--- src/rtl/dpct_pkg.sv ---
// Shared constants, codes and types of the dense packed component table.
package dpct_pkg;

   localparam int ENTITY_COUNT       = 1024;
   localparam int DATA_WIDTH         = 32;
   localparam int ENTITY_FIELD_WIDTH = 10;
   localparam int CMD_WIDTH          = 2;
   localparam int STATUS_WIDTH       = 2;
   localparam int ENTITY_WIDTH       = $clog2(ENTITY_COUNT);
   localparam int COUNT_WIDTH        = $clog2(ENTITY_COUNT + 1);

   typedef enum logic [CMD_WIDTH-1:0] {
      CMD_INSERT  = 2'd0,
      CMD_REMOVE  = 2'd1,
      CMD_GET     = 2'd2,
      CMD_DESTROY = 2'd3
   } cmd_type;

   typedef enum logic [STATUS_WIDTH-1:0] {
      STATUS_OK      = 2'd0,
      STATUS_DUP     = 2'd1,
      STATUS_MISSING = 2'd2
   } status_type;

   typedef struct packed {
      cmd_type                 cmd;
      logic [ENTITY_WIDTH-1:0] entity;
      logic [DATA_WIDTH-1:0]   word;
   } work_type;

   typedef struct packed {
      logic     valid;
      work_type work;
   } head_type;

   typedef struct packed {
      logic                    present;
      logic [ENTITY_WIDTH-1:0] slot;
   } fwd_type;

endpackage

--- src/rtl/dpct_if.sv ---
// Request and response channel interfaces.
interface dpct_req_if;
   import dpct_pkg::*;
   logic                          valid;
   logic                          ready;
   logic [CMD_WIDTH-1:0]          command;
   logic [ENTITY_FIELD_WIDTH-1:0] entity;
   logic [DATA_WIDTH-1:0]         component_in;
   modport source (output valid, command, entity, component_in, input ready);
   modport sink   (input valid, command, entity, component_in, output ready);
endinterface


--- src/rtl/dpct_front.sv ---
// Request intake: decodes requests into a two-entry work queue.
module dpct_front (
   input  logic               clock,
   input  logic               reset,
   dpct_req_if.sink           req_bus,
   input  logic               enable,
   input  logic               pop,
   output dpct_pkg::head_type head
);
   import dpct_pkg::*;

   work_type   entry_ff [2];
   work_type   decoded;
   logic       wr_ptr_ff, wr_ptr_in;
   logic       rd_ptr_ff, rd_ptr_in;
   logic [1:0] fill_ff, fill_in;
   logic       accept;

   assign req_bus.ready = enable && (fill_ff != 2'd2);
   assign accept        = req_bus.valid && req_bus.ready;

   assign decoded.cmd    = cmd_type'(req_bus.command);
   assign decoded.entity = req_bus.entity[ENTITY_WIDTH-1:0];
   assign decoded.word   = req_bus.component_in;

   assign head.valid = (fill_ff != 2'd0);
   assign head.work  = entry_ff[rd_ptr_ff];

   always_comb begin
      wr_ptr_in = accept ? ~wr_ptr_ff : wr_ptr_ff;
      rd_ptr_in = pop ? ~rd_ptr_ff : rd_ptr_ff;
      fill_in   = fill_ff + 2'(accept) - 2'(pop);
   end

   always_ff @(posedge clock) begin
      if (reset) begin
         wr_ptr_ff <= 1'b0;
         rd_ptr_ff <= 1'b0;
         fill_ff   <= 2'd0;
      end else begin
         wr_ptr_ff <= wr_ptr_in;
         rd_ptr_ff <= rd_ptr_in;
         fill_ff   <= fill_in;
      end
   end

   always_ff @(posedge clock) begin
      if (accept) begin
         entry_ff[wr_ptr_ff] <= decoded;
      end
   end

endmodule

--- src/flat_wrapper.sv ---
// flat-port wrapper written by rule: the top's interface ports become plain ports
module dpct_front_flat import dpct_pkg::*;
  (clock, reset, enable, pop, head, req_bus_valid, req_bus_command, req_bus_entity, req_bus_component_in, req_bus_ready);
  dpct_req_if req_bus_i ();
  input  logic clock;
  input  logic reset;
  input  logic enable;
  input  logic pop;
  output dpct_pkg::head_type head;
  input wire logic [$bits(req_bus_i.valid)-1:0] req_bus_valid;
  input wire logic [$bits(req_bus_i.command)-1:0] req_bus_command;
  input wire logic [$bits(req_bus_i.entity)-1:0] req_bus_entity;
  input wire logic [$bits(req_bus_i.component_in)-1:0] req_bus_component_in;
  output wire logic [$bits(req_bus_i.ready)-1:0] req_bus_ready;
  assign req_bus_i.valid = req_bus_valid;
  assign req_bus_i.command = req_bus_command;
  assign req_bus_i.entity = req_bus_entity;
  assign req_bus_i.component_in = req_bus_component_in;
  assign req_bus_ready = req_bus_i.ready;
  dpct_front u_core (.clock(clock), .reset(reset), .req_bus(req_bus_i), .enable(enable), .pop(pop), .head(head));
endmodule
--- config.mk ---
export PLATFORM = sky130hd
export DESIGN_NAME = dpct_front_flat
export DESIGN_NICKNAME = d
export VERILOG_FILES = /design/src/rtl/dpct_pkg.sv /design/src/rtl/dpct_if.sv /design/src/rtl/dpct_front.sv /design/src/flat_wrapper.sv
export SDC_FILE = /design/constraint.sdc
export NUM_CORES = 1
export LEC_CHECK = 0
export BUFFER_PORTS_ARGS = -buffer_cell sky130_fd_sc_hd__buf_2
export CAP_MARGIN = 20
export CORE_MARGIN = 5
export CORE_UTILIZATION = 49
export DETAILED_ROUTE_END_ITERATION = 16
export GPL_TIMING_DRIVEN = 0
export PLACE_DENSITY = 0.83
export SLEW_MARGIN = 20
export SYNTH_ARGS = -nofsm -noshare
export SYNTH_HDL_FRONTEND = slang
export SYNTH_SLANG_ARGS = --single-unit
export TNS_END_PERCENT = 5
--- constraint.sdc ---
create_clock -name clock -period 9.35 [get_ports clock]
set_input_delay 0.935 -clock clock [delete_from_list [all_inputs] [get_ports clock]]
set_output_delay 0.935 -clock clock [all_outputs]
set_load 0.005 [all_outputs]
==> results of run 1 <==
power by group through the flow:
stage / sequential [mW] / combinational [mW] / clock, mW
3_5_place_dp: 0.494 / 0.0984 / 0
3_3_place_gp: 0.494 / 0.0919 / 0
4_1_cts: 0.484 / 0.0990 / 0.288
5_1_grt: 0.486 / 0.106 / 0.307
6_report: 0.484 / 0.0964 / 0.278
2_1_floorplan: 0.493 / 0.0532 / 0
cells in the final DEF, fill, tap and decap left out, types with 2 or more instances in the layout:
cell,instances
ha_1,2
and2_2,2
buf_2,94
mux2_2,44
nor2b_1,2
clkbuf_8,9
buf_16,2
buf_6,5
edfxtp_1,88
dfxtp_1,5
clkinv_4,2
inv_1,2
nor2_1,4
clkinv_1,2
bufinv_16,2
area by class of cell:
class / instances / area [um^2] / area share [%]
clock inverters: 7 / 90.09 / 2.090
well taps: 96 / 120.1 / 2.787
clock buffers: 9 / 123.9 / 2.874
multi-input cells: 63 / 644.4 / 14.95
repair buffers: 96 / 525.5 / 12.19
plain buffers: 5 / 56.30 / 1.306
inverters: 2 / 7.507 / 0.1742
flip-flops and latches: 93 / 2743 / 63.63
kinds of logic (layout without fill, tap and decap cells):
logic type / Yosys count / after routing
fa+ha+maj: 2 / 2
simple gates: 14 / 14
buf+inv: 7 / 119
xor+xnor: 2 / 2
flops: 93 / 93
mux: 45 / 45
sequential cells by signal, summed over array words and instances, names as in the netlist, named ones only:
register / count
u_core.wr_ptr_ff: 1
u_core.fill_ff: 2
u_core.entry_ff: 88
u_core.rd_ptr_ff: 1
layer usage:
metal	vias to the layer above	share of wire, %	global-route usage, %
met5	-	0	0
li1	838	-	-
met2	57	54	24.60
met1	844	38	14.06
met4	0	1.3	6.498
met3	8	6.9	3.766
final timing paths:
| path | slack [ps] | end | startpoint | depth (start not counted) |
|---|---|---|---|---|
| worst max register to register | 7450 | u_core.entry_ff[0][17]$_DFFE_PP_ | u_core.fill_ff[0]$_SDFF_PP0_ | 4 |
| worst min-delay path | 520 | u_core.rd_ptr_ff$_SDFFE_PP0P_ | u_core.rd_ptr_ff$_SDFFE_PP0P_ | 2 |
| worst min register to register | 520 | u_core.rd_ptr_ff$_SDFFE_PP0P_ | u_core.rd_ptr_ff$_SDFFE_PP0P_ | 2 |
| worst max-delay path | 6970 | head[40] | flop | 4 |
critical path: stages, from the launching register on:
cell and delay (ps):
dfxtp_1 330, buf_6 140, buf_6 160, mux2_2 350, buf_2 130
metrics by stage:
step,cells,hold slack [ps],utilization [%]
detailed placement,355,508.5,59.96
global route,371,567.9,63.10
floorplan,163,479.9,-
global placement,353,495.4,59.03
CTS,371,527.9,63.10
finish,371,518.6,63.10
==> flow_summary_export.csv, run 1 <==
group,metric,value,unit
detailed_routing,route.final.wire_length,5754,um
power_and_ir_drop,report.power.total,0.8584,mW
synthesis,yosys.area_share.adder,0.7270,%
synthesis,synthesized_area,3442,um^2
detailed_routing,remaining_drc_errors,0,
power_and_ir_drop,power.leakage,1.621,nW
grt,globalRouteOverflowTotal,0,
flow_run,drv.max_cap_violation_count,0,
power_and_ir_drop,total_switching_power,0.1774,mW
detailed_routing,postRouteAntennaNets,0,
synthesis,synth.net_count,214,
synthesis,synth_seq_cells,93,
clock_network,cts-buffers-inserted,9,
sta,share_of_the_clock_period_used_by_the_worst_path_after_layout,25.44,%
sta,setup_viol,0,
power_and_ir_drop,netSwitchingFraction,20.66,%
power_and_ir_drop,irDropWorstVdd,0.1108,mV
detailed_routing,first_pass_iteration_count_of_the_detailed_router,4,
clock_network,post_cts_hold_buffer_count,0,
synthesis,synthSimpleGateAreaFrac,2.399,%
synthesis,yosysTopAreaCell,"edfxtp_1",
detailed_routing,routed-via-count,1747,
grt,grt_max_degree,24,
critical_path,arrival,1440,ps
placed_design,routabilityCongestion,0.6621,
grt,track_usage,13.46,%
finish,finish.instance_area,4310,um^2
synthesis,synthesis.instances,163,
sta,totalNegativeSetupSlack,0,ps
clock_network,post_cts.resized_instances,0,
min_path,min_delay_worst_type,"flop to flop",
sta,timing_max_transition_violations_final,0,
clock_network,clock_sinks,93,
synthesis,synth_top_cell_area_share,76.77,%
placed_design,numPortBuffers,94,
detailed_routing,mean_number_of_vias_per_cell,4.709,
critical_path,type_of_destination_of_the_critical_path,"primary output",
power_and_ir_drop,pwr-share-comb,11.2,%
sta,final_critical_path_setup_slack,6971,ps
clock_network,cts_max_path_buffers,2,
sta,timing.final.crit_period,2379,ps
synthesis,synth_cell_type_count,17,
critical_path,setup.worst_path.start_class,"flop",
synthesis,ys_dominant_reg_cell,"edfxtp_1",
detailed_routing,drt_iter0_drc,40,
synthesis,seq_area_frac_synth,79.68,%
floorplan,die_w,93.81,um
synthesis,synth_top_cells_by_count,"edfxtp_1, mux2_2, buf_6, dfxtp_1, nor2_1",
clock_network,clock_tree.root_cell,"clkbuf_8",
synthesis,synth_area_leaders,"edfxtp_1, mux2_2, dfxtp_1",
power_and_ir_drop,internal_power,0.6810,mW
finish,final.fill_count,545,
sta,timing.fmax,0.4203,GHz
critical_path,critical_path.max_fanout,10,
clock_network,clkLatencyLatePin,340,ps
floorplan,floorplan.rows,30,
clock_network,post_cts.repair.setup_buffers,0,
sta,timing.clock.skew,6.679,ps
outcome,run_status,"finished clean",
floorplan,initial_standard_cell_utilization_of_the_core,50.38,%
floorplan,number_of_i_o_pins,95,
finish,antenna-diode-count,0,
synthesis,synthesis.yosys.warnings,0,
sta,max_slew_headroom,50.29,%
critical_path,crit_type,"flop to primary output",
sta,worst_slew_pin_slew,744.0,ps
placed_design,dp_worst_setup_slack,6870,ps
finish,flow.area_growth_from_synthesis,25.23,%
sta,hold_viol,0,
sta,rsz0062_at_grt,"false",
grt,initial_antenna_violation_count,0,
clock_network,tritoncts,"built",
synthesis,synth.most_common_cell,"edfxtp_1",
power_and_ir_drop,powerDensity,199.2,nW/um^2
power_and_ir_drop,power_frac_clock,32.4,%
finish,final_nets,321,
finish,post_route_cells_drive_above_1_share,60.00,%
synthesis,synth_top_family_by_area,"multiplexers",
grt,via_count_of_the_first_global_routing_pass,1853,
floorplan,core_area,6832,um^2
synthesis,yosys.area_share.xor_xnor,0.5089,%
synthesis,post_synthesis_mux_area_share,14.83,%
grt,grt_first_pass_wirelength,8790,um
detailed_routing,wl_per_cell,15.51,um
placed_design,hpwl,3903,um
floorplan,fp.dieArea,8800,um^2
synthesis,synth_enable_flop_cells,88,
critical_path,required_time_of_the_worst_setup_path,8420,ps
clock_network,htree_levels,3,
clock_network,cts.reportedPaths.clkPinSlew,80,ps
power_and_ir_drop,p_seq_share,56.4,%
floorplan,die_height,93.81,um
placed_design,post_dp_cell_area,4096,um^2
synthesis,synth-async-reset-ratio,0,%
synthesis,synth_compound_area_share,0,%
synthesis,post_synth.cell_area_avg,21.12,um^2
Power figures use the tool's default switching activity.
==> run 2: changes to the inputs <==
--- a/config.mk
+++ b/config.mk
@@ -8,10 +8,10 @@
 export BUFFER_PORTS_ARGS = -buffer_cell sky130_fd_sc_hd__buf_2
 export CAP_MARGIN = 20
 export CORE_MARGIN = 5
-export CORE_UTILIZATION = 49
+export CORE_UTILIZATION = 46
 export DETAILED_ROUTE_END_ITERATION = 16
 export GPL_TIMING_DRIVEN = 0
-export PLACE_DENSITY = 0.83
+export PLACE_DENSITY = 0.81
 export SLEW_MARGIN = 20
 export SYNTH_ARGS = -nofsm -noshare
 export SYNTH_HDL_FRONTEND = slang
==> constraint.sdc (replaced) <==
create_clock -name clock -period 1.92 [get_ports clock]
set_input_delay 0.192 -clock clock [delete_from_list [all_inputs] [get_ports clock]]
set_output_delay 0.192 -clock clock [all_outputs]
set_load 0.005 [all_outputs]
==> run 2 against run 1 <==
Register-to-register slack worse by 7300 ps. Clock skew is 0.84 ps lower. Global-route usage is 0.25 points lower. Clock power grew to 4.4 times the previous value. First-iteration DRC count is 7.5% higher. Count of clock-buffer cells in the layout stayed put. Final cell count is 1.6% higher. Wire length is 4.9% higher. Core utilization is 3.8 points lower. Sequential power grew to 4.9 times the previous value. Die area is 5.8% higher. Largest cell class unchanged.
==> flow_summary_export.csv, run 2 (same netlist as run 1, synthesis figures left out) <==
group,metric,value,unit
detailed_routing,wl_per_cell,16.01,um
placed_design,numPortBuffers,94,
finish,seq_area,2743,um^2
clock_network,htree_levels,3,
sta,timing.clock.skew,5.842,ps
detailed_routing,drt-met1-wl,2348,um
floorplan,initial_standard_cell_utilization_of_the_core,47.46,%
power_and_ir_drop,powerDensity,945.1,nW/um^2
clock_network,cts.reportedPaths.clkPinSlew,90,ps
grt,grt_first_pass_wirelength,8963,um
power_and_ir_drop,power.leakage,1.610,nW
critical_path,critical_path.max_stage_delay,460,ps
sta,timing.fmax,0.5615,GHz
sta,worst_slew_pin_slew,568.8,ps
detailed_routing,met2_wirelength,3156,um
grt,track_usage,13.21,%
power_and_ir_drop,irDropWorstVdd,0.5014,mV
critical_path,type_of_destination_of_the_critical_path,"flop",
critical_path,arrival,1820,ps
sta,rsz0062_at_grt,"false",
flow_run,drv.max_cap_violation_count,0,
floorplan,core_area,7253,um^2
clock_network,clock_tree.root_cell,"clkbuf_8",
detailed_routing,postRouteAntennaNets,0,
floorplan,floorplan.rows,31,
detailed_routing,route.final.wire_length,6037,um
critical_path,cp_num_buf_inv,1,
finish,register_ranked_first_by_flip_flop_count,"u_core.entry_ff",
sta,hold_viol,0,
placed_design,routabilityCongestion,0.6885,
clock_network,tritoncts,"built",
grt,grt_max_degree,29,
sta,timing.final.crit_period,1781,ps
sta,share_of_the_clock_period_used_by_the_worst_path_after_layout,92.76,%
grt,via_count_of_the_first_global_routing_pass,1874,
floorplan,number_of_i_o_pins,95,
outcome,run_status,"finished clean",
finish,layout.cells.most_common_list,"buf_2, edfxtp_1, mux2_2, clkbuf_8",
placed_design,number_of_placed_cells_counting_well_taps,358,
detailed_routing,met3RoutedLength,446,um
detailed_routing,maxUsedRoutingLayer,"met4",
placed_design,dp_worst_setup_slack,46.78,ps
finish,multi_input_area,653.1,um^2
finish,largest_registers,"u_core.entry_ff: 88 flops, u_core.fill_ff: 2 flops",
critical_path,critical_path.max_fanout,28,
sta,max_slew_headroom,61.91,%
sta,hold_slack,35.12,ps
finish,largest_register_ffs,88,
floorplan,fp.dieArea,9312,um^2
critical_path,setup.worst_path.start_class,"flop",
finish,post_route_cells_drive_above_1_share,59.35,%
floorplan,die_height,96.50,um
power_and_ir_drop,report.power.total,4.068,mW
detailed_routing,routed-via-count,1765,
detailed_routing,first_pass_iteration_count_of_the_detailed_router,4,
clock_network,cts-buffers-inserted,9,
sta,setup_viol,0,
critical_path,crit_type,"flop to flop",
placed_design,hpwl,4075,um
critical_path,timing.critical_path.max_delay_family,"simple AND/OR/NAND/NOR gates",
finish,layout_commonest_cell,"buf_2",
finish,antenna-diode-count,0,
min_path,min_delay_worst_type,"primary input to flop",
critical_path,cells_along_the_critical_path,"nand2b_1 > and3_4 > and2_2 > buf_12",
clock_network,clock_sinks,93,
detailed_routing,mean_number_of_vias_per_cell,4.682,
finish,final_nets,324,
sta,timing_max_transition_violations_final,0,
grt,initial_antenna_violation_count,0,
finish,final.fill_count,581,
detailed_routing,remaining_drc_errors,0,
finish,flow.area_growth_from_synthesis,25.05,%
finish,layoutNonFillerInstCount,377,
floorplan,die_w,96.50,um
critical_path,critical_path.slowest_cell,"and2_2",
grt,globalRouteOverflowTotal,0,
detailed_routing,drt_iter0_drc,43,
clock_network,cts_max_path_buffers,2,
sta,final_critical_path_setup_slack,139.0,ps
critical_path,required_time_of_the_worst_setup_path,1960,ps
clock_network,clkLatencyLatePin,340,ps
## run 2: worst paths after layout
check,start,to,slack [ps],cells after the start
worst min register to register,u_core.fill_ff[1]$_SDFF_PP0_,u_core.fill_ff[1]$_SDFF_PP0_,530,2
worst max register to register,u_core.fill_ff[0]$_SDFF_PP0_,u_core.entry_ff[1][27]$_DFFE_PP_,140,4
worst max-delay path,u_core.fill_ff[0]$_SDFF_PP0_,u_core.entry_ff[1][27]$_DFFE_PP_,140,4
worst min-delay path,req_bus_component_in[3],u_core.entry_ff[0][3]$_DFFE_PP_,40,1
## run 2: where the power goes
| group | leakage [nW] | switching [mW] | internal, mW |
|---|---|---|---|
| registers | 0.847 | 0.0297 | 2.33 |
| logic | 0.671 | 0.216 | 0.260 |
| clock network | 0.0919 | 0.640 | 0.593 |
## run 2: layout make-up
type                       instances  area share (%)
clock inverter                     7           1.541
tap                               99           2.878
inverter                           2          0.1744
clock buffer                       9           2.878
timing repair buffer              98           12.33
multi-input combinational         64           15.17
sequential                        93           63.72
buffer                             5           1.308
## run 2: routing by layer
layer	global-route usage, %	vias up
met2	23.16	56
met4	6.659	0
met5	0	-
met1	14.23	854
met3	4.338	7
li1	-	848
## run 2: worst reg2reg max path, cell delays in order (launching register included)
cell      delay (ps)
dfxtp_1          360
nand2b_1         140
and3_4           240
and2_2           460
buf_12           270
## run 2: per-stage QoR
| stage | utilization (%) | setup TNS [ps] | instance area (um^2) |
|---|---|---|---|
| 6_report | 59.34 | 0 | 4304 |
| 5_1_grt | 59.34 | 0 | 4304 |
| 4_1_cts | 58.94 | 0 | 4275 |
| 3_5_place_dp | 56.32 | 0 | 4085 |
| 3_3_place_gp | 55.75 | -43710 | 4044 |
| 2_1_floorplan | - | -8018 | 3450 |
## run 2: what timing repair did
item,4_1_cts,5_1_grt
resized for setup,0,0
endpoints found under the hold margin,0,3
buffers inserted,0,0
hold buffers,0,2
setup endpoints to repair,0,24
==> run 3: changes to the inputs <==
--- a/config.mk
+++ b/config.mk
@@ -8,10 +8,10 @@
 export BUFFER_PORTS_ARGS = -buffer_cell sky130_fd_sc_hd__buf_2
 export CAP_MARGIN = 20
 export CORE_MARGIN = 5
-export CORE_UTILIZATION = 46
+export CORE_UTILIZATION = 49
 export DETAILED_ROUTE_END_ITERATION = 16
 export GPL_TIMING_DRIVEN = 0
-export PLACE_DENSITY = 0.81
+export PLACE_DENSITY = 0.83
 export SLEW_MARGIN = 20
 export SYNTH_ARGS = -nofsm -noshare
 export SYNTH_HDL_FRONTEND = slang
==> constraint.sdc (replaced) <==
create_clock -name clock -period 1.7 [get_ports clock]
set_input_delay 0.17 -clock clock [delete_from_list [all_inputs] [get_ports clock]]
set_output_delay 0.17 -clock clock [all_outputs]
set_load 0.005 [all_outputs]
==> run 3 against run 2 <==
Die area shrank 5.5%. Worst hold slack lost 15 ps. Critical path type is now flop to primary output. Largest power group unchanged. Final area grew 7.2%. Core utilization grew 8.2 points. Critical endpoint is now head[25]. Via count grew 6.5%. Wire length grew 0.23%. Sequential power grew 13%.
==> flow_summary_export.csv, run 3 (same netlist as run 1, synthesis figures left out) <==
group,metric,value,unit
power_and_ir_drop,powerDensity,1038,nW/um^2
flow_run,drv.max_cap_violation_count,0,
finish,largest_registers,"u_core.entry_ff: 88 flops, u_core.fill_ff: 2 flops",
detailed_routing,met3RoutedLength,374,um
placed_design,numPortBuffers,94,
detailed_routing,maxUsedRoutingLayer,"met4",
sta,timing.clock.skew,6.618,ps
detailed_routing,met2_wirelength,3316,um
clock_network,cts-buffers-inserted,9,
power_and_ir_drop,irDropWorstVdd,0.6258,mV
critical_path,setup.worst_path.start_class,"flop",
detailed_routing,routed-via-count,1879,
detailed_routing,remaining_drc_errors,0,
floorplan,die_height,93.81,um
detailed_routing,wl_per_cell,15.05,um
detailed_routing,drt-met1-wl,2305,um
finish,register_ranked_first_by_flip_flop_count,"u_core.entry_ff",
grt,initial_antenna_violation_count,0,
sta,share_of_the_clock_period_used_by_the_worst_path_after_layout,95.33,%
sta,worst_slew_pin_slew,593.2,ps
clock_network,tritoncts,"built",
sta,rsz0062_at_grt,"true",
finish,layout.cells.most_common_list,"buf_2, edfxtp_1, mux2_2, dlygate4sd3_1, clkbuf_8",
finish,post_route_cells_drive_above_1_share,54.58,%
critical_path,required_time_of_the_worst_setup_path,1530,ps
floorplan,fp.dieArea,8800,um^2
finish,layout_commonest_cell,"buf_2",
detailed_routing,first_pass_iteration_count_of_the_detailed_router,4,
clock_network,cts_max_path_buffers,2,
power_and_ir_drop,report.power.total,4.791,mW
placed_design,hpwl,3814,um
sta,timing.fmax,0.6171,GHz
detailed_routing,route.final.wire_length,6051,um
grt,grt_max_degree,45,
outcome,run_status,"finished clean",
finish,antenna-diode-count,0,
sta,totalNegativeSetupSlack,0,ps
critical_path,type_of_destination_of_the_critical_path,"primary output",
grt,via_count_of_the_first_global_routing_pass,1991,
detailed_routing,drt_iter0_drc,71,
floorplan,initial_standard_cell_utilization_of_the_core,50.38,%
grt,globalRouteOverflowTotal,0,
clock_network,htree_levels,3,
sta,timing_max_transition_violations_final,0,
finish,final_util,67.56,%
critical_path,arrival,1450,ps
sta,hold_slack,19.72,ps
sta,max_slew_headroom,60.27,%
grt,grt_first_pass_wirelength,9204,um
placed_design,routabilityCongestion,0.6743,
grt,track_usage,13.84,%
floorplan,core_area,6832,um^2
critical_path,critical_path.max_fanout,10,
sta,setup_viol,0,
critical_path,crit_type,"flop to primary output",
finish,final.fill_count,509,
floorplan,number_of_i_o_pins,95,
finish,layoutNonFillerInstCount,402,
clock_network,cts.reportedPaths.clkPinSlew,90,ps
clock_network,clock_sinks,93,
floorplan,floorplan.rows,30,
placed_design,number_of_placed_cells_counting_well_taps,354,
finish,largest_register_ffs,88,
detailed_routing,postRouteAntennaNets,0,
finish,flow.area_growth_from_synthesis,34.10,%
finish,final_nets,352,
sta,timing.final.crit_period,1621,ps
floorplan,die_w,93.81,um
power_and_ir_drop,power.leakage,1.743,nW
detailed_routing,mean_number_of_vias_per_cell,4.674,
min_path,min_delay_worst_type,"primary input to flop",
sta,hold_viol,0,
clock_network,clock_tree.root_cell,"clkbuf_8",
clock_network,clkLatencyLatePin,330,ps
-- run 3: path summary, 6_finish.rpt --
path	from	slack (ps)	cells past startpoint	end
setup / recovery	flop	80	4	head[25]
hold / removal	req_bus_component_in[17]	20	1	u_core.entry_ff[1][17]$_DFFE_PP_
setup reg to reg	u_core.fill_ff[0]$_SDFF_PP0_	120	3	u_core.entry_ff[1][6]$_DFFE_PP_
hold reg to reg	u_core.rd_ptr_ff$_SDFFE_PP0P_	510	2	flop
-- run 3: critical path, cell delays in order, from the launching register on --
cell	delay [ps]
dfxtp_1	330
buf_6	140
buf_6	160
mux2_2	350
buf_2	130
-- run 3: layer usage --
layer  GRT usage [%]  vias up
li1                -      902
met1           15.70      915
met2           24.60       57
met3           4.567        5
met4           4.332        0
met5               0        -
-- run 3: layout make-up --
type,count,area (um^2),share of cell area (%)
plain buffers,5,56.30,1.220
clock buffers,12,135.1,2.928
clock inverters,4,72.57,1.572
inverters,2,7.507,0.1626
multi-input cells,64,661.9,14.34
flip-flops and latches,93,2744,59.45
well taps,96,120.1,2.602
repair buffers,126,818.3,17.73
-- run 3: timing repair --
action,in CTS,in global routing
resized for setup,1,0
setup buffers,0,1
hold endpoints to repair,25,32
hold buffers,13,17
cloned,0,1
setup endpoints to repair,88,50
-- run 3: power breakdown --
group          internal [mW]  leakage, nW  switching [mW]  total, mW
sequential              2.63        0.847          0.0350       2.67
combinational          0.350        0.796           0.250      0.600
clock                  0.829        0.101           0.695       1.52
total                   3.81         1.74           0.980       4.79
-- run 3: per-stage QoR --
step / setup WS [ps] / cell area [um^2]
CTS: -208.8 / 4417
floorplan: -23.83 / 3460
finish: 79.38 / 4616
detailed placement: -252.3 / 4078
global route: -13.96 / 4616
global placement: -419.5 / 4050
